[src/wsd_pkg.sv]
// ----------------------------------------------------------------------------
// wsd_pkg
// Shared types and constants for the WebSocket frame deframer.
// ----------------------------------------------------------------------------
package wsd_pkg;

	// Length forms, taken from the 7-bit length code
	localparam logic [1:0] LEN_FMT_7  = 2'd0;
	localparam logic [1:0] LEN_FMT_16 = 2'd1;
	localparam logic [1:0] LEN_FMT_64 = 2'd2;

	localparam logic [6:0] LEN_CODE_16 = 7'd126;
	localparam logic [6:0] LEN_CODE_64 = 7'd127;

	// Header byte index of the last length byte for each form
	localparam logic [3:0] LEN_END_7  = 4'd1;
	localparam logic [3:0] LEN_END_16 = 4'd3;
	localparam logic [3:0] LEN_END_64 = 4'd9;

	localparam logic [3:0] KEY_BYTES = 4'd4;

	// Result kinds
	localparam logic KIND_HEADER  = 1'b0;
	localparam logic KIND_PAYLOAD = 1'b1;

	localparam int DATA_BITS  = 81;
	localparam int TDATA_BITS = 88;

	typedef struct packed {
		logic        kind;
		logic        fin;
		logic [2:0]  rsv;
		logic [3:0]  opcode;
		logic        masked;
		logic [63:0] length;
		logic [7:0]  data;
		logic        frame_end;
	} res_t;

endpackage

[src/websocket_frame_deframer.sv]
// ----------------------------------------------------------------------------
// websocket_frame_deframer
// Byte-wide WebSocket frame parser: header decode and payload unmasking.
// ----------------------------------------------------------------------------
//  channel  | dir | tdata fields (low bit up)                         | tuser / tlast
//  s_axis   | in  | data_byte[7:0]                                    | -
//  m_axis   | out | fin, rsv[2:0], opcode[3:0], is_masked,            | result_kind /
//           |     | payload_length[63:0], data_out[7:0], zero pad     | frame_end
//
//  One byte is taken per clock while a held result does not stall the input;
//  a result reaches m_axis through the input register, then the result register.
//  The per-byte path is the 64-bit body count increment and its compare
//  against the frame length, sitting between the two registers.
//  Reset clears the parser to header byte 0 and empties both registers.
//  A stalled result holds the input register only when that byte also makes
//  a result; header bytes that make none still advance.
// ----------------------------------------------------------------------------
module websocket_frame_deframer (
	input  logic                          clk,
	input  logic                          arst_n,
	input  logic                          s_axis_tvalid,
	output logic                          s_axis_tready,
	input  logic [7:0]                    s_axis_tdata,  // data_byte
	output logic                          m_axis_tvalid,
	input  logic                          m_axis_tready,
	// fin, rsv[2:0], opcode[3:0], is_masked, payload_length[63:0], data_out[7:0]
	output logic [wsd_pkg::TDATA_BITS-1:0] m_axis_tdata,
	output logic                          m_axis_tuser,  // result_kind
	output logic                          m_axis_tlast   // frame_end
);
	import wsd_pkg::*;

	// Input register
	logic       valid_s1;
	logic [7:0] byte_s1;

	// Result register
	logic       out_valid_q;
	res_t       out_res_q;

	logic       res_valid;
	res_t       res;
	logic       step;
	logic       s_accept;

	// Advance the input stage unless its result would overwrite a held one
	assign step     = valid_s1 && (!res_valid || !out_valid_q || m_axis_tready);
	assign s_axis_tready = !valid_s1 || step;
	assign s_accept = s_axis_tvalid && s_axis_tready;

	wsd_core u_core (
		.clk       (clk),
		.arst_n    (arst_n),
		.step      (step),
		.data_byte (byte_s1),
		.res_valid (res_valid),
		.res       (res)
	);

	always_ff @(posedge clk or negedge arst_n) begin
		if (!arst_n) begin
			valid_s1 <= 1'b0;
		end else if (s_accept) begin
			valid_s1 <= 1'b1;
		end else if (step) begin
			valid_s1 <= 1'b0;
		end
	end

	always_ff @(posedge clk) begin
		if (s_accept) begin
			byte_s1 <= s_axis_tdata;
		end
	end

	always_ff @(posedge clk or negedge arst_n) begin
		if (!arst_n) begin
			out_valid_q <= 1'b0;
		end else if (step && res_valid) begin
			out_valid_q <= 1'b1;
		end else if (m_axis_tready) begin
			out_valid_q <= 1'b0;
		end
	end

	always_ff @(posedge clk) begin
		if (step && res_valid) begin
			out_res_q <= res;
		end
	end

	// Pack the result word, first field lowest
	assign m_axis_tvalid = out_valid_q;
	assign m_axis_tuser  = out_res_q.kind;
	assign m_axis_tlast  = out_res_q.frame_end;
	assign m_axis_tdata  = {{(TDATA_BITS-DATA_BITS){1'b0}},
		out_res_q.data, out_res_q.length, out_res_q.masked,
		out_res_q.opcode, out_res_q.rsv, out_res_q.fin};

	a_hdr_data_zero: assert property (@(posedge clk) disable iff (!arst_n)
		(out_valid_q && out_res_q.kind == KIND_HEADER) |-> out_res_q.data == 8'd0)
		else $error("header result carries payload data");

	a_s1_hold: assert property (@(posedge clk) disable iff (!arst_n)
		(valid_s1 && !step) |=> (valid_s1 && $stable(byte_s1)))
		else $error("stalled input byte lost");

	a_empty_ready: assert property (@(posedge clk) disable iff (!arst_n)
		!valid_s1 |-> s_axis_tready)
		else $error("empty input stage not ready");

endmodule

[src/wsd_core.sv]
// ----------------------------------------------------------------------------
// wsd_core
// Frame parsing state and per-byte next-state / result logic.
// ----------------------------------------------------------------------------
module wsd_core (
	input  logic             clk,
	input  logic             arst_n,
	input  logic             step,
	input  logic [7:0]       data_byte,
	output logic             res_valid,
	output wsd_pkg::res_t    res
);
	import wsd_pkg::*;

	logic        in_body_q,    in_body_d;
	logic [3:0]  hdr_idx_q,    hdr_idx_d;
	logic [1:0]  len_fmt_q,    len_fmt_d;
	logic        fin_q,        fin_d;
	logic [2:0]  rsv_q,        rsv_d;
	logic [3:0]  opcode_q,     opcode_d;
	logic        masked_q,     masked_d;
	logic [63:0] frame_len_q,  frame_len_d;
	logic [31:0] mask_key_q,   mask_key_d;
	logic [1:0]  key_pos_q,    key_pos_d;
	logic [63:0] body_cnt_q,   body_cnt_d;

	logic [7:0]  key_byte;
	logic [7:0]  data_d;
	logic        end_d;
	logic        kind_d;
	logic [3:0]  len_end;
	logic [1:0]  key_slot;
	logic        finish;

	always_comb begin
		case (key_pos_q)
			2'd0:    key_byte = mask_key_q[31:24];
			2'd1:    key_byte = mask_key_q[23:16];
			2'd2:    key_byte = mask_key_q[15:8];
			default: key_byte = mask_key_q[7:0];
		endcase
		case (len_fmt_q)
			LEN_FMT_16: len_end = LEN_END_16;
			LEN_FMT_64: len_end = LEN_END_64;
			default:    len_end = LEN_END_7;
		endcase
		key_slot = 2'(hdr_idx_q - len_end - 4'd1);
	end

	always_comb begin
		in_body_d   = in_body_q;
		hdr_idx_d   = hdr_idx_q;
		len_fmt_d   = len_fmt_q;
		fin_d       = fin_q;
		rsv_d       = rsv_q;
		opcode_d    = opcode_q;
		masked_d    = masked_q;
		frame_len_d = frame_len_q;
		mask_key_d  = mask_key_q;
		key_pos_d   = key_pos_q;
		body_cnt_d  = body_cnt_q;
		res_valid   = 1'b0;
		kind_d      = KIND_HEADER;
		data_d      = 8'd0;
		end_d       = 1'b0;
		finish      = 1'b0;

		if (in_body_q) begin
			data_d = data_byte;
			if (masked_q) begin
				data_d    = data_byte ^ key_byte;
				key_pos_d = key_pos_q + 2'd1;
			end
			body_cnt_d = body_cnt_q + 64'd1;
			end_d      = (body_cnt_d == frame_len_q);
			if (end_d) begin
				in_body_d = 1'b0;
				hdr_idx_d = 4'd0;
			end
			kind_d    = KIND_PAYLOAD;
			res_valid = 1'b1;
		end else if (hdr_idx_q == 4'd0) begin
			fin_d      = data_byte[7];
			rsv_d      = data_byte[6:4];
			opcode_d   = data_byte[3:0];
			len_fmt_d  = LEN_FMT_7;
			mask_key_d = 32'd0;
			key_pos_d  = 2'd0;
			hdr_idx_d  = 4'd1;
		end else if (hdr_idx_q == 4'd1) begin
			masked_d  = data_byte[7];
			hdr_idx_d = 4'd2;
			if (data_byte[6:0] == LEN_CODE_64) begin
				len_fmt_d   = LEN_FMT_64;
				frame_len_d = 64'd0;
			end else if (data_byte[6:0] == LEN_CODE_16) begin
				len_fmt_d   = LEN_FMT_16;
				frame_len_d = 64'd0;
			end else begin
				len_fmt_d   = LEN_FMT_7;
				frame_len_d = {57'd0, data_byte[6:0]};
				finish      = !data_byte[7];
			end
		end else if (hdr_idx_q <= len_end) begin
			frame_len_d = {frame_len_q[55:0], data_byte};
			hdr_idx_d   = hdr_idx_q + 4'd1;
			finish      = (hdr_idx_q == len_end) && !masked_q;
		end else if (masked_q && (hdr_idx_q < len_end + KEY_BYTES + 4'd1)) begin
			case (key_slot)
				2'd0:    mask_key_d[31:24] = data_byte;
				2'd1:    mask_key_d[23:16] = data_byte;
				2'd2:    mask_key_d[15:8]  = data_byte;
				default: mask_key_d[7:0]   = data_byte;
			endcase
			hdr_idx_d = hdr_idx_q + 4'd1;
			finish    = (hdr_idx_q == len_end + KEY_BYTES);
		end

		// Close the header: enter the body unless the frame is empty
		if (finish) begin
			hdr_idx_d = 4'd0;
			res_valid = 1'b1;
			if (frame_len_d != 64'd0) begin
				in_body_d  = 1'b1;
				body_cnt_d = 64'd0;
				key_pos_d  = 2'd0;
			end else begin
				end_d = 1'b1;
			end
		end
	end

	always_comb begin
		res.kind      = kind_d;
		res.fin       = fin_d;
		res.rsv       = rsv_d;
		res.opcode    = opcode_d;
		res.masked    = masked_d;
		res.length    = frame_len_d;
		res.data      = data_d;
		res.frame_end = end_d;
	end

	always_ff @(posedge clk or negedge arst_n) begin
		if (!arst_n) begin
			in_body_q   <= 1'b0;
			hdr_idx_q   <= 4'd0;
			len_fmt_q   <= LEN_FMT_7;
			fin_q       <= 1'b0;
			rsv_q       <= 3'd0;
			opcode_q    <= 4'd0;
			masked_q    <= 1'b0;
			frame_len_q <= 64'd0;
			mask_key_q  <= 32'd0;
			key_pos_q   <= 2'd0;
			body_cnt_q  <= 64'd0;
		end else if (step) begin
			in_body_q   <= in_body_d;
			hdr_idx_q   <= hdr_idx_d;
			len_fmt_q   <= len_fmt_d;
			fin_q       <= fin_d;
			rsv_q       <= rsv_d;
			opcode_q    <= opcode_d;
			masked_q    <= masked_d;
			frame_len_q <= frame_len_d;
			mask_key_q  <= mask_key_d;
			key_pos_q   <= key_pos_d;
			body_cnt_q  <= body_cnt_d;
		end
	end

	a_body_at_hdr0: assert property (@(posedge clk) disable iff (!arst_n)
		in_body_q |-> hdr_idx_q == 4'd0)
		else $error("header index not zero in body");

	a_body_len: assert property (@(posedge clk) disable iff (!arst_n)
		in_body_q |-> frame_len_q != 64'd0)
		else $error("body entered with zero length");

	a_unmasked_key: assert property (@(posedge clk) disable iff (!arst_n)
		(in_body_q && !masked_q) |-> key_pos_q == 2'd0)
		else $error("key position moved in unmasked body");

endmodule

[config.mk]
export PLATFORM = sky130hd
export DESIGN_NAME = websocket_frame_deframer
export DESIGN_NICKNAME = d
export VERILOG_FILES = /design/src/wsd_pkg.sv /design/src/websocket_frame_deframer.sv /design/src/wsd_core.sv
export SDC_FILE = /design/constraint.sdc
export NUM_CORES = 1
export LEC_CHECK = 0
export BUFFER_PORTS_ARGS = -buffer_cell sky130_fd_sc_hd__buf_2
export CAP_MARGIN = 20
export CORE_AREA = 2 2 202 224
export DETAILED_ROUTE_END_ITERATION = 8
export DIE_AREA = 0 0 204 226
export PLACE_DENSITY_LB_ADDON = 0.3
export SYNTH_ARGS = -nofsm -noshare
export SYNTH_HDL_FRONTEND = slang
export SYNTH_HIERARCHICAL = 1
export SYNTH_SLANG_ARGS = --single-unit
[constraint.sdc]
create_clock -name clk -period 9 [get_ports clk]
set_clock_uncertainty 0.2 [all_clocks]
set_input_delay 0.45 -clock clk [delete_from_list [all_inputs] [get_ports clk]]
set_output_delay 0.45 -clock clk [all_outputs]
set_load 0.02 [all_outputs]
Word-level counts from Yosys, hierarchy flattened --
Index checks and enable logic that the tools add are counted.
Cells by class: add/sub/neg operators 7, shift-type cells 0, mux-type cells 65, reductions and logical operators 32, div/mod/pow operators 0, magnitude comparators 2, bitwise operators 2, $mul 0, equality and inequality tests 16
Operators by type and width (number):
- 64-bit two-way mux | 8
- 32-bit two-way mux | 4
- 64-bit by 1-bit adder with 64-bit output, second input constant | 1
- 64-bit == test | 1
- 64-bit nonzero test | 1
- 8-bit two-way mux | 5
- 4-bit two-way mux | 9
- 1-bit two-way mux | 26
- 8-bit case mux with 3 select lines | 1
- 6-bit AND reduction | 4
- 2-bit two-way mux | 8
- 7-bit == test, second input constant | 2
- 2-bit nonzero test | 7
- 4-bit by 1-bit adder with 4-bit output, second input constant | 2
- 4-bit == test | 2
- 4-bit case mux with 2 select lines | 1
- 8-bit XOR | 1
- 7-bit two-way mux | 1
- 2-bit by 1-bit == test with 1-bit output, second input constant | 3
- 2-bit == test, second input constant | 3
- 3-bit two-way mux | 2
- 2-bit by 1-bit != test with 1-bit output, second input constant | 3
- 3-bit AND reduction | 2
- 6-bit nonzero test | 1
- other kinds (15) | 26
Word-level totals: logic and storage cells 149, flip-flop bits (word level) 271, bits of input ports 12, memories kept 0, RAM bits 0, latch bits 0, output and inout port bits 92, ROM bits 0

Depth between registers and ports, before layout --
Gate-level depths: netlist of the first run.
depth in word-level cells 19, depth in mapped cells 17, depth with buffers taken out 15

Hierarchy --
The synthesis of the first run kept the hierarchy.
Modules (own cells, without submodules):
- wsd_core | cells each 1345, times used 1, seq. area each 4454.3 um^2, area an instance 12276.8 um^2
- websocket_frame_deframer | cells each 109, times used 1, seq. area each 2782.7 um^2, area an instance 2910.3 um^2

Worst setup path after synthesis of the first run --
Ideal clock, no wire load.
path type register to register, start register u_core.len_fmt_q[0], end register out_res_q (netlist bit m_axis_tdata[0]) (enable), required time 8.275 ns, path slack 2.732 ns, arrival time 5.543 ns, cell stages (with the launch flop) 10, path buffers 0, period minus slack after synthesis 6.268 ns, path through dfrtp_1 ha_1 ha_1 nor2b_1 o21ai_0 o2111ai_1 a2111oi_0 or3_1 nand2_1 nor2_1
On the way: cells in the longest elaborated chain, start to end 17, elaborated cells on any way between the ends 22, those cells by class add/sub: 2; order compare: 2; eq/ne: 4; mux: 7; reduce/logical: 7
Ends and longest elaborated chain:
- start, declared | RTL line wsd_core.sv:17 | logic [1:0] len_fmt_q, len_fmt_d;
- start signal, assigned | RTL line wsd_core.sv:160 | len_fmt_q <= len_fmt_d;
- 2-bit == test or 2-bit by 1-bit == test with 1-bit output (tied branches) | RTL line wsd_core.sv:42 | case (len_fmt_q)
- 4-bit case mux with 2 select lines * | RTL line wsd_core.sv:42
- 4-bit by 3-bit adder with 4-bit output | RTL line wsd_core.sv:108, wsd_core.sv:116
- 4-bit by 1-bit adder with 4-bit output | RTL line wsd_core.sv:108 | end else if (masked_q && (hdr_idx_q < len_end + KEY_BYTES + 4'd1)) begin
- 4-bit less-than comparator | RTL line wsd_core.sv:108
- 1-bit logical AND | RTL line wsd_core.sv:108
- 1-bit two-way mux | RTL line wsd_core.sv:108
- 1-bit two-way mux * | RTL line wsd_core.sv:104 | end else if (hdr_idx_q <= len_end) begin
- 1-bit two-way mux * | RTL line wsd_core.sv:90 | end else if (hdr_idx_q == 4'd1) begin
- 1-bit two-way mux * | RTL line wsd_core.sv:82 | end else if (hdr_idx_q == 4'd0) begin
- 1-bit two-way mux * | RTL line wsd_core.sv:68 | if (in_body_q) begin
- 1-bit two-way mux * | RTL line wsd_core.sv:120 | if (finish) begin
- net res_valid | RTL line websocket_frame_deframer.sv:41 | logic res_valid;
- 1-bit zero test | RTL line websocket_frame_deframer.sv:47 | assign step = valid_s1 && (!res_valid || !out_valid_q || m_axis_tready);
- 1-bit logical OR (2 in a row) | RTL line websocket_frame_deframer.sv:47
- 1-bit logical AND | RTL line websocket_frame_deframer.sv:47
- 1-bit logical AND * | RTL line websocket_frame_deframer.sv:87 | if (step && res_valid) begin
- end signal, assigned | RTL line websocket_frame_deframer.sv:88 | out_res_q <= res;
- end, declared | RTL line websocket_frame_deframer.sv:39 | res_t out_res_q;
Mark *: on every way through the listed nets, which the timed path passes. The rest lies on a longest branch. A chain may end at the register's enable or synchronous reset.

Final worst setup path of the first run --
start register u_core.len_fmt_q[0], end register u_core.body_cnt_q[51]
On the way: cells in the longest elaborated chain, start to end 16, elaborated cells on any way between the ends 28, those cells by class add/sub: 2; order compare: 2; eq/ne: 4; mux: 13; reduce/logical: 7
Ends and longest elaborated chain:
- 2-bit == test or 2-bit by 1-bit == test with 1-bit output (tied branches) | RTL line wsd_core.sv:42
- 4-bit case mux with 2 select lines * | RTL line wsd_core.sv:42
- 4-bit by 3-bit adder with 4-bit output | RTL line wsd_core.sv:108, wsd_core.sv:116
- 4-bit by 1-bit adder with 4-bit output | RTL line wsd_core.sv:108
- 4-bit less-than comparator | RTL line wsd_core.sv:108
- 1-bit logical AND | RTL line wsd_core.sv:108
- 1-bit two-way mux | RTL line wsd_core.sv:108
- 1-bit two-way mux * | RTL line wsd_core.sv:104
- 1-bit two-way mux * | RTL line wsd_core.sv:90
- 1-bit two-way mux * | RTL line wsd_core.sv:82
- 1-bit two-way mux * | RTL line wsd_core.sv:68
- 1-bit two-way mux * | RTL line wsd_core.sv:120
- net res_valid | RTL line websocket_frame_deframer.sv:41
- 1-bit zero test * | RTL line websocket_frame_deframer.sv:47
- 1-bit logical OR * (2 in a row) | RTL line websocket_frame_deframer.sv:47
- 1-bit logical AND * | RTL line websocket_frame_deframer.sv:47
- net step | RTL line websocket_frame_deframer.sv:43 | logic step;
- end signal, assigned | RTL line wsd_core.sv:168 | body_cnt_q <= body_cnt_d;
- end, declared | RTL line wsd_core.sv:25 | logic [63:0] body_cnt_q, body_cnt_d;
Marked as above.

==> results of run 1 <==
-- sequential cells by signal, indices dropped and copies added (netlist names), 2 cells and up --
signal / count
u_core/rsv_q: 3
u_core/key_pos_q: 2
u_core/mask_key_q: 32
byte_s1: 8
u_core/body_cnt_q: 64
u_core/frame_len_q: 64
u_core/len_fmt_q: 2
m_axis_tdata: 81
u_core/opcode_q: 4
u_core/hdr_idx_q: 4
-- routing by layer --
metal | GRT usage, % | up-vias | wire length, um
met3 | 3.42 | 116 | 3110
met4 | 7.88 | 2 | 2020
met5 | 0 | - | 18
li1 | - | 5506 | -
met2 | 35.9 | 471 | 23600
met1 | 27.2 | 6088 | 20500
-- layout by cell type, fill, tap and decap left out, types with 33 or more instances in the layout --
master and count:
dfrtp_1 179, nand2_1 122, mux2_2 115, buf_2 95, a22o_1 95, edfxtp_1 91
nor2_1 78, o21ai_0 73, xnor2_1 68, nand3_1 49, xor2_1 47, nand4_1 47
nor4_1 38, nor3_1 33
-- cells by family after synthesis --
group,Yosys count,share of synthesized area (%)
other,1,0.0247
flip-flops,271,47.7
AND/OR/NAND/NOR,497,17.5
buffers and inverters,138,3.86
multiplexers,124,9.12
AO/OA/AOI/OAI,292,13.8
adder cells (fa/ha/maj),15,1.24
XOR/XNOR,116,6.74
-- power by group through the flow --
stage               Clock (uW)  Sequential [uW]  Combinational [uW]
floorplan                    0             1300                30.4
global placement             0             1310                60.0
detailed placement           0             1310                60.2
CTS                       1240             1280                63.9
global route              1290             1280                69.6
finish                    1210             1280                63.0
-- per-stage QoR --
stage,power [uW],hold slack (ns),std cells,instance area (um2),setup slack (ns)
floorplan,1330,-0.0456,1460,15200,2.73
global placement,1370,0.253,2040,16100,4.32
detailed placement,1370,0.256,2040,16100,4.32
CTS,2590,0.00626,2104,17100,4.31
global route,2640,0.0400,2104,17100,4.00
finish,2560,0.0301,2104,17100,4.28
-- tightest hold or removal path: stages --
cell and delay, ns:
buf_2 0.11, nor2b_4 0.06, nand2b_1 0.13
-- layout make-up --
cell class | count | area, um2 | area share, %
multi-input cells | 1051 | 7420 | 43.3
clock inverters | 15 | 179 | 1.04
flip-flops and latches | 271 | 7240 | 42.2
clock buffers | 38 | 769 | 4.49
repair buffers | 123 | 717 | 4.18
well taps | 581 | 727 | 4.24
inverters | 25 | 93.8 | 0.547
-- worst max path at each step --
stage | to | slack, ns | cells past startpoint
after floorplan | m_axis_tdata[0]$_DFFE_PP_ | 2.73 | 9
after global placement | u_core/body_cnt_q[51]$_DFFE_PN0P_ | 4.32 | 13
after detailed placement | u_core/body_cnt_q[51]$_DFFE_PN0P_ | 4.32 | 13
after CTS | u_core/body_cnt_q[51]$_DFFE_PN0P_ | 4.31 | 13
after global routing | u_core/body_cnt_q[51]$_DFFE_PN0P_ | 4.00 | 15
final | u_core/body_cnt_q[51]$_DFFE_PN0P_ | 4.28 | 13
-- Yosys cell counts (4+ instances only) --
| library cell | number |
|---|---|
| o211ai_1 | 4 |
| a22oi_1 | 4 |
| a22o_1 | 95 |
| or3_1 | 19 |
| a21oi_1 | 31 |
| mux2i_1 | 9 |
| buf_1 | 11 |
| nand2b_1 | 12 |
| and3_1 | 16 |
| xor2_1 | 47 |
| nand4_1 | 47 |
| ha_1 | 15 |
| buf_2 | 12 |
| a222oi_1 | 8 |
| buf_4 | 13 |
| inv_1 | 25 |
| o41ai_1 | 7 |
| nor4_1 | 38 |
| mux2_2 | 115 |
| edfxtp_1 | 91 |
| nor2_1 | 79 |
| nand3_1 | 49 |
| or4_1 | 10 |
| o2111ai_1 | 6 |
| a21o_1 | 6 |
| and2_1 | 15 |
| dfrtp_1 | 180 |
| o31ai_1 | 23 |
| nor4b_1 | 4 |
| clkbuf_1 | 74 |
| and4_1 | 12 |
| nor2b_1 | 9 |
| xnor2_1 | 68 |
| a31oi_1 | 4 |
| or2_2 | 4 |
| nand3b_1 | 7 |
| nor3_1 | 34 |
| o21ai_0 | 73 |
| nand2_1 | 122 |
==> flow_summary.json, run 1 <==
{
  "clk_latency_ns": 0.57,
  "synth-seq-area-share_pct": 47.7,
  "gp_congestion": 1.03,
  "tns_ns": 0,
  "grt_overflow_total": 0,
  "path_class": "reg -> reg",
  "crit_path_end_kind": "flip-flop",
  "htree_levels": 1,
  "synth_enable_flop_cells": 91,
  "fp.dieW_um": 204,
  "yosys_most_used_dff": "dfrtp_1",
  "required_ns": 9.30,
  "io_buffers": 96,
  "fill_cells": 4416,
  "initial_utilization_pct": 34.5,
  "hold_buffers": 11,
  "status": "finished, final reports clean",
  "syn_to_final_growth_pct": 12.9,
  "fp.dieH_um": 226,
  "rr_endpoint": "u_core/body_cnt_q[51]$_DFFE_PN0P_",
  "drv_slew": 0,
  "grt_pass1_vias": 12026,
  "comb_power_share_pct": 2.5,
  "ant_nets": 0,
  "startpoint_type": "flip-flop",
  "fin_crit_sh_pct": 52.5,
  "yosysTopAreaCellShare_pct": 29.7,
  "grt_setup_unrepaired": "no",
  "cpMaxStageDelayCell": "buf_4",
  "hpwl_um": 35500,
  "min_from": "m_axis_tready",
  "dieArea_um2": 46100,
  "yosysWarnings": 6,
  "max_stage_delay_ns": 0.72,
  "netSwitchingPower_uw": 550,
  "path_delay_family": "compound AO/OA/AOI/OAI gates",
  "hold-path-endpoint": "m_axis_tvalid$_DFFE_PN0P_",
  "yosys.cell_types.count": 76,
  "grt_pass1_wl_um": 74600,
  "hold_viol_final": 0,
  "yosys-top-cells-area": "dfrtp_1 30%, edfxtp_1 18%, mux2_2 8.5%, a22o_1 5.5%, xnor2_1 3.9%",
  "hold_class": "in -> reg",
  "utilization_pct": 39.0,
  "ys_ff_latch": 271,
  "relSlewSlack_pct": 31.6,
  "rows": 81,
  "clkTransAtPathRegs_ns": 0.06,
  "cts_tree": "built",
  "setup_violations": 0,
  "ir_worst_vdd_mv": 0.138,
  "routed_wl_um": 49300,
  "antenna_found_initial": 2,
  "cp.buffers_inverters": 2,
  "clock-sinks": 271,
  "dr.pass1.iters": 6,
  "drt_iter0_markers": 1079,
  "async_reset_ff_share_pct": 66.4,
  "synth_area_per_cell_um2": 10.4,
  "arrival_ns": 5.02,
  "yosysTopAreaCell": "dfrtp_1",
  "p_leak_uw": 0.00669,
  "r2r_cells": 13,
  "cts_inserted_buffers": 29,
  "vias_per_cell": 5.79,
  "io_pins": 104,
  "period_needed_ns": 4.72,
  "fmax_ghz": 0.212,
  "crit_fanout": 57,
  "power_density_nw_per_um2": 149,
  "holdPathStages": 3,
  "synth_cells": 1454,
  "cts_resized": 0,
  "switching_share_pct": 21.5,
  "grt_max_degree": 72,
  "r2r-start": "u_core/len_fmt_q[0]$_DFFE_PN0P_",
  "n_antenna_cell": 0,
  "cts_buffer_depth": 3,
  "routedWlPerCell_um": 23.4,
  "core-area_um2": 44000,
  "r2r_slack_ns": 4.28,
  "nets": 1528,
  "drive_gt1_share_pct": 19.4,
  "track_usage_pct": 21.2,
  "p_clk_share_pct": 47.3,
  "netlist_area_um2": 15200,
  "worst_slew_pin_slew_ns": 1.02,
  "drc": 0,
  "seqPwrFrac_pct": 50.2,
  "power.internal_uw": 2010,
  "cp_cell_sequence": "ha_1 -> ha_1 -> nor2b_1 -> o21ai_0 -> o2111ai_1 -> a2111oi_0 -> or3_1 -> a21boi_4 -> buf_4 -> buf_4 -> nand2_1 -> o31ai_1 -> a22o_1",
  "root_buffer": "clkbuf_16",
  "postCtsSetupBuffers": 0,
  "vias": 12183,
  "timing.critical_path.from": "u_core/len_fmt_q[0]$_DFFE_PN0P_",
  "cap_violations": 0
}
Note: power is estimated with default switching activity, not from simulation.
==> run 2: changes to the inputs <==
- clock period: 9 -> 4.2 ns (I/O delays scaled with it)
==> run 2 against run 1 <==
Flip-flop and latch count stayed put. Non-clock buffer count up 98. Global-route usage increased by 0.48 points. Clock power rose by 120%. Highest routed layer is now met4.
==> flow_summary.json, run 2 (same netlist as run 1, synthesis figures left out) <==
{
  "status": "finished, final reports clean",
  "root_buffer": "clkbuf_16",
  "worst_slew_pin_slew_ns": 1.01,
  "whs_ns": 0.0489,
  "track_usage_pct": 21.7,
  "drive_gt1_share_pct": 25.0,
  "grt_pass1_wl_um": 76500,
  "grt_pass1_vias": 12400,
  "netSwitchingPower_uw": 1260,
  "drc": 0,
  "initial_utilization_pct": 34.5,
  "wl_met3_um": 3180,
  "path_class": "reg -> reg",
  "cp.buffers_inverters": 4,
  "io_pins": 104,
  "final_common_cell": "dfrtp_1",
  "fin_crit_sh_pct": 98.1,
  "crit_end": "m_axis_tlast$_DFFE_PP_",
  "comb_power_share_pct": 2.6,
  "r2r_cells": 13,
  "clkTransAtPathRegs_ns": 0.07,
  "top_layer_used": "met4",
  "fmax_ghz": 0.243,
  "seqPwrFrac_pct": 49.0,
  "arrival_ns": 4.27,
  "setup_violations": 0,
  "gp_congestion": 1.02,
  "path_delay_family": "simple AND/OR/NAND/NOR gates",
  "nets": 1626,
  "period_needed_ns": 4.12,
  "rows": 81,
  "core-area_um2": 44000,
  "required_ns": 4.35,
  "crit_fanout": 8,
  "rr_endpoint": "m_axis_tlast$_DFFE_PP_",
  "clock-sinks": 271,
  "wl_met1_um": 20700,
  "hpwl_um": 36700,
  "fp.dieW_um": 204,
  "layout_common_cells": "176 x dfrtp_1, 122 x nand2_1, 115 x mux2_2, 108 x buf_4",
  "fp.dieH_um": 226,
  "cts_inserted_buffers": 29,
  "vias": 12669,
  "cpMaxStageDelayCell": "or4_1",
  "hold_viol_final": 0,
  "antenna_found_initial": 0,
  "fill_cells": 4270,
  "dieArea_um2": 46100,
  "htree_levels": 1,
  "dr.pass1.iters": 8,
  "cp_cell_sequence": "buf_4 -> nand3_1 -> or4_1 -> nor4_2 -> buf_4 -> xnor2_1 -> nor2_1 -> nand4_1 -> nor4bb_1 -> buf_4 -> nand4_1 -> buf_4 -> o21ai_0",
  "power.internal_uw": 4340,
  "n_antenna_cell": 0,
  "startpoint_type": "flip-flop",
  "tns_ns": 0,
  "cap_violations": 0,
  "relSlewSlack_pct": 31.8,
  "crit_path_end_kind": "flip-flop",
  "cts_tree": "built",
  "io_buffers": 96,
  "power_density_nw_per_um2": 311,
  "clk_latency_ns": 0.58,
  "cpMostUsedCell": "buf_4",
  "grt_setup_unrepaired": "no",
  "routedWlPerCell_um": 22.6,
  "grt_overflow_total": 0,
  "drt_iter0_markers": 1086,
  "largest_reg_flops": 81,
  "routed_wl_um": 49900,
  "vias_per_cell": 5.75,
  "r2r_slack_ns": 0.08,
  "drv_slew": 0,
  "ant_nets": 0,
  "r2r-start": "u_core/body_cnt_q[0]$_DFFE_PN0P_",
  "syn_to_final_growth_pct": 18.7,
  "wl_met2_um": 23300,
  "p_clk_share_pct": 48.4,
  "switching_share_pct": 22.4,
  "hold_class": "in -> async",
  "cp.depth": 13,
  "cts_buffer_depth": 3,
  "ir_worst_vdd_mv": 0.321,
  "p_leak_uw": 0.00723,
  "grt_max_degree": 96,
  "timing.critical_path.from": "u_core/body_cnt_q[0]$_DFFE_PN0P_",
  "max_stage_delay_ns": 0.67
}
-- run 2: changes by cell type in the layout (fill, tap and decap cells not counted), sizes merged --
cell / delta
buf: +97
clkbuf: -5
clkinv: -2
clkinvlp: +2
dlygate4sd3: +1
inv: +6
-- run 2: worst reg2reg max path, delay by kind of cell, from the launching register on --
kind,cells,cell delay [ns]
AO/OA/AOI/OAI,1,0.32
flip-flops,1,0.35
buffers and inverters,4,0.74
XOR/XNOR,1,0.13
AND/OR/NAND/NOR,7,2.17
-- run 2: timing repair --
action | 4_1_cts | 5_1_grt
gates resized for setup | 1 | 6
cloned | 0 | 0
hold buffers | 12 | 0
pin swaps | 0 | 0
setup endpoints to repair | 1 | 53
setup buffers | 0 | 0
hold endpoints to repair | 103 | 0
-- run 2: through the flow --
step                      power [uW]  cells  worst slack [ns]  cell area [um2]  util (%)
final                           5600   2203            0.0816            18000      41.0
after global routing            5790   2203            0.0179            18000      41.0
after CTS                       5670   2203            0.0789            18000      41.0
after detailed placement        2940   2137            0.0566            16900      38.4
after global placement          2930   2137            0.0865            16900      38.4
after floorplan                 2860   1460             0.238            15200         -
-- run 2: layout make-up --
cell class,count,area [um2],area share [%]
well taps,581,727,4.03
inverters,25,93.8,0.521
multi-input cells,1051,7440,41.3
flip-flops and latches,271,7240,40.2
clock inverters,21,245,1.36
clock buffers,33,762,4.23
repair buffers,221,1520,8.42
-- run 2: worst min-delay path by stage --
| stage | start | end | slack [ns] |
|---|---|---|---|
| 4_1_cts | arst_n | u_core/frame_len_q[42]$_DFFE_PN0P_ | 0.1 |
| 3_5_place_dp | arst_n | u_core/frame_len_q[42]$_DFFE_PN0P_ | 0.13 |
| 5_1_grt | s_axis_tdata[4] | byte_s1[4]$_DFFE_PP_ | 0.13 |
| 6_report | arst_n | u_core/frame_len_q[42]$_DFFE_PN0P_ | 0.05 |
| 3_3_place_gp | arst_n | u_core/frame_len_q[42]$_DFFE_PN0P_ | 0.13 |
| 2_1_floorplan | arst_n | m_axis_tvalid$_DFFE_PN0P_ | -0.29 |
-- run 2: power by group through the flow --
| stage | sequential, uW | clock, uW | combinational [uW] |
|---|---|---|---|
| floorplan | 2790 | 0 | 65.2 |
| global placement | 2800 | 0 | 138 |
| detailed placement | 2800 | 0 | 138 |
| CTS | 2750 | 2780 | 147 |
| global route | 2740 | 2880 | 160 |
| finish | 2750 | 2710 | 145 |
-- run 2: metal layers --
layer  GRT usage, %  vias to the layer above
met4           9.79                        0
met2           35.6                      495
met3           3.10                      146
li1               -                     5720
met5              0                        -
met1           28.4                     6308
==> run 3: changes to the inputs <==
- CAP_MARGIN: 20 -> unset
- GPL_TIMING_DRIVEN: unset -> 0
==> run 3 against run 2 <==
Clock-buffer cell count grew 5. Combinational power is 6% higher. Critical path type unchanged. Cell count increased by 1.1%.
==> flow_summary.json, run 3 (same netlist as run 1, synthesis figures left out) <==
{
  "hold_class": "in -> async",
  "largest_reg_flops": 81,
  "required_ns": 4.46,
  "vias_per_cell": 5.80,
  "fin_crit_sh_pct": 98.1,
  "rows": 81,
  "fp.dieW_um": 204,
  "syn_to_final_growth_pct": 20.4,
  "relSlewSlack_pct": 33.6,
  "core-area_um2": 44000,
  "fmax_ghz": 0.243,
  "cp_cell_sequence": "clkbuf_1 -> nand4_1 -> nor2_1 -> nand4_1 -> nor3_1 -> xnor2_1 -> nand4_1 -> nor4bb_4 -> nand4_1 -> o21ai_2 -> buf_4",
  "layout_common_cells": "178 x dfrtp_1, 120 x nand2_1, 115 x mux2_2, 110 x buf_2, 95 x a22o_1",
  "tns_ns": 0,
  "grt_setup_unrepaired": "yes",
  "arrival_ns": 4.38,
  "dr.pass1.iters": 5,
  "routed_wl_um": 53200,
  "clk_latency_ns": 0.59,
  "root_buffer": "clkbuf_16",
  "gp_congestion": 0.978,
  "drt_iter0_markers": 1109,
  "power_density_nw_per_um2": 311,
  "drc": 0,
  "p_clk_share_pct": 49.0,
  "htree_levels": 1,
  "cap_violations": 0,
  "cpMostUsedCell": "nand4_1",
  "hpwl_um": 39300,
  "whs_ns": 0.0518,
  "power.total_uw": 5690,
  "clock-sinks": 271,
  "worst_slew_pin_slew_ns": 0.987,
  "cts_buffer_depth": 3,
  "grt_pass1_vias": 12631,
  "p_leak_uw": 0.00738,
  "fill_cells": 4350,
  "r2r-start": "u_core/body_cnt_q[45]$_DFFE_PN0P_",
  "rr_endpoint": "m_axis_tlast$_DFFE_PP_",
  "ir_worst_vdd_mv": 0.289,
  "max_stage_delay_ns": 0.47,
  "final_common_cell": "dfrtp_1",
  "grt_pass1_wl_um": 79900,
  "status": "finished, final reports clean",
  "initial_utilization_pct": 34.5,
  "startpoint_type": "flip-flop",
  "comb_power_share_pct": 2.7,
  "dieArea_um2": 46100,
  "dp_cells": 2140,
  "cts_tree": "built",
  "drv_slew": 0,
  "io_buffers": 96,
  "hold_viol_final": 0,
  "n_antenna_cell": 0,
  "period_needed_ns": 4.12,
  "drive_gt1_share_pct": 25.4,
  "clkTransAtPathRegs_ns": 0.06,
  "nets": 1649,
  "ant_nets": 0,
  "antenna_found_initial": 0,
  "routedWlPerCell_um": 23.9,
  "vias": 12906,
  "seqPwrFrac_pct": 48.3,
  "switching_share_pct": 22.0,
  "crit_fanout": 7,
  "grt_overflow_total": 0,
  "grt_max_degree": 99,
  "crit_path_end_kind": "flip-flop",
  "netSwitchingPower_uw": 1250,
  "r2r_slack_ns": 0.08,
  "path_class": "reg -> reg",
  "track_usage_pct": 22.9,
  "final_cells": 2227,
  "cts_inserted_buffers": 31,
  "io_pins": 104,
  "power.internal_uw": 4440,
  "setup_violations": 0,
  "fp.dieH_um": 226,
  "cpMaxStageDelayCell": "nor4bb_4",
  "r2r_cells": 11
}
[run 3: changes by cell type in the layout (fill, tap and decap cells not counted), sizes merged]
cell | before | now
buf | 209 | 172
bufinv | 4 | 5
clkbuf | 33 | 96
clkinv | 8 | 11
clkinvlp | 2 | 1
inv | 32 | 27
[run 3: area by class of cell]
cell class / count / area (um2) / share of cell area [%]
buffer: 95 / 473 / 2.59
multi-input combinational: 1051 / 7760 / 42.5
clock inverter: 19 / 238 / 1.30
sequential: 271 / 7240 / 39.6
tap: 581 / 727 / 3.98
clock buffer: 38 / 802 / 4.39
inverter: 25 / 93.8 / 0.513
timing repair buffer: 147 / 948 / 5.19
[run 3: critical path: cells and delay by family (launching register included)]
kind                      cells  cell delay, ns
buffers and inverters         2            0.54
and+or+nand+nor               7            2.40
DFF                           1            0.33
AOI/OAI and AO/OA             1            0.25
xor gates and xnor gates      1            0.26
[run 3: how the worst max path moves through the flow]
stage                                           start  depth (start not counted)                                end  slack, ns
CTS                 u_core/body_cnt_q[18]$_DFFE_PN0P_                         11             m_axis_tlast$_DFFE_PP_      0.002
finish              u_core/body_cnt_q[45]$_DFFE_PN0P_                         11             m_axis_tlast$_DFFE_PP_       0.08
global placement     u_core/body_cnt_q[2]$_DFFE_PN0P_                         12             m_axis_tlast$_DFFE_PP_      -1.41
global route          u_core/len_fmt_q[1]$_DFFE_PN0P_                         14  u_core/body_cnt_q[15]$_DFFE_PN0P_      -0.05
detailed placement   u_core/body_cnt_q[2]$_DFFE_PN0P_                         12             m_axis_tlast$_DFFE_PP_      -1.32
floorplan             u_core/len_fmt_q[0]$_DFFE_PN0P_                          9          m_axis_tdata[0]$_DFFE_PP_       0.24
[run 3: power groups by stage]
stage	clock network, uW	registers (uW)	logic, uW
final	2790	2750	153
after global routing	2960	2750	168
after CTS	2850	2750	154
after detailed placement	0	2800	143
after global placement	0	2800	137
after floorplan	0	2790	65.2
[run 3: metrics by stage]
step | setup WS, ns | util (%) | cell area [um2]
6_report | 0.0779 | 41.6 | 18300
5_1_grt | -0.0476 | 41.6 | 18300
4_1_cts | 0.00240 | 41.1 | 18100
3_5_place_dp | -1.32 | 37.5 | 16500
3_3_place_gp | -1.41 | 37.3 | 16400
2_1_floorplan | 0.238 | - | 15200
[run 3: per-layer routing]
layer / GRT usage [%] / vias to the layer above / share of wire, %
met4: 9.58 / 0 / 4.6
met1: 29.7 / 6511 / 42
li1: - / 5780 / -
met3: 4.29 / 125 / 6.8
met2: 37.6 / 490 / 47
met5: 0 / - / 0
[run 3: what timing repair did]
| item | CTS | global route |
|---|---|---|
| setup buffers | 16 | 20 |
| hold buffers | 12 | 0 |
| resized for setup | 69 | 46 |
| pin swaps | 12 | 12 |
| hold endpoints to repair | 126 | 0 |
| endpoints found under the setup margin | 129 | 164 |
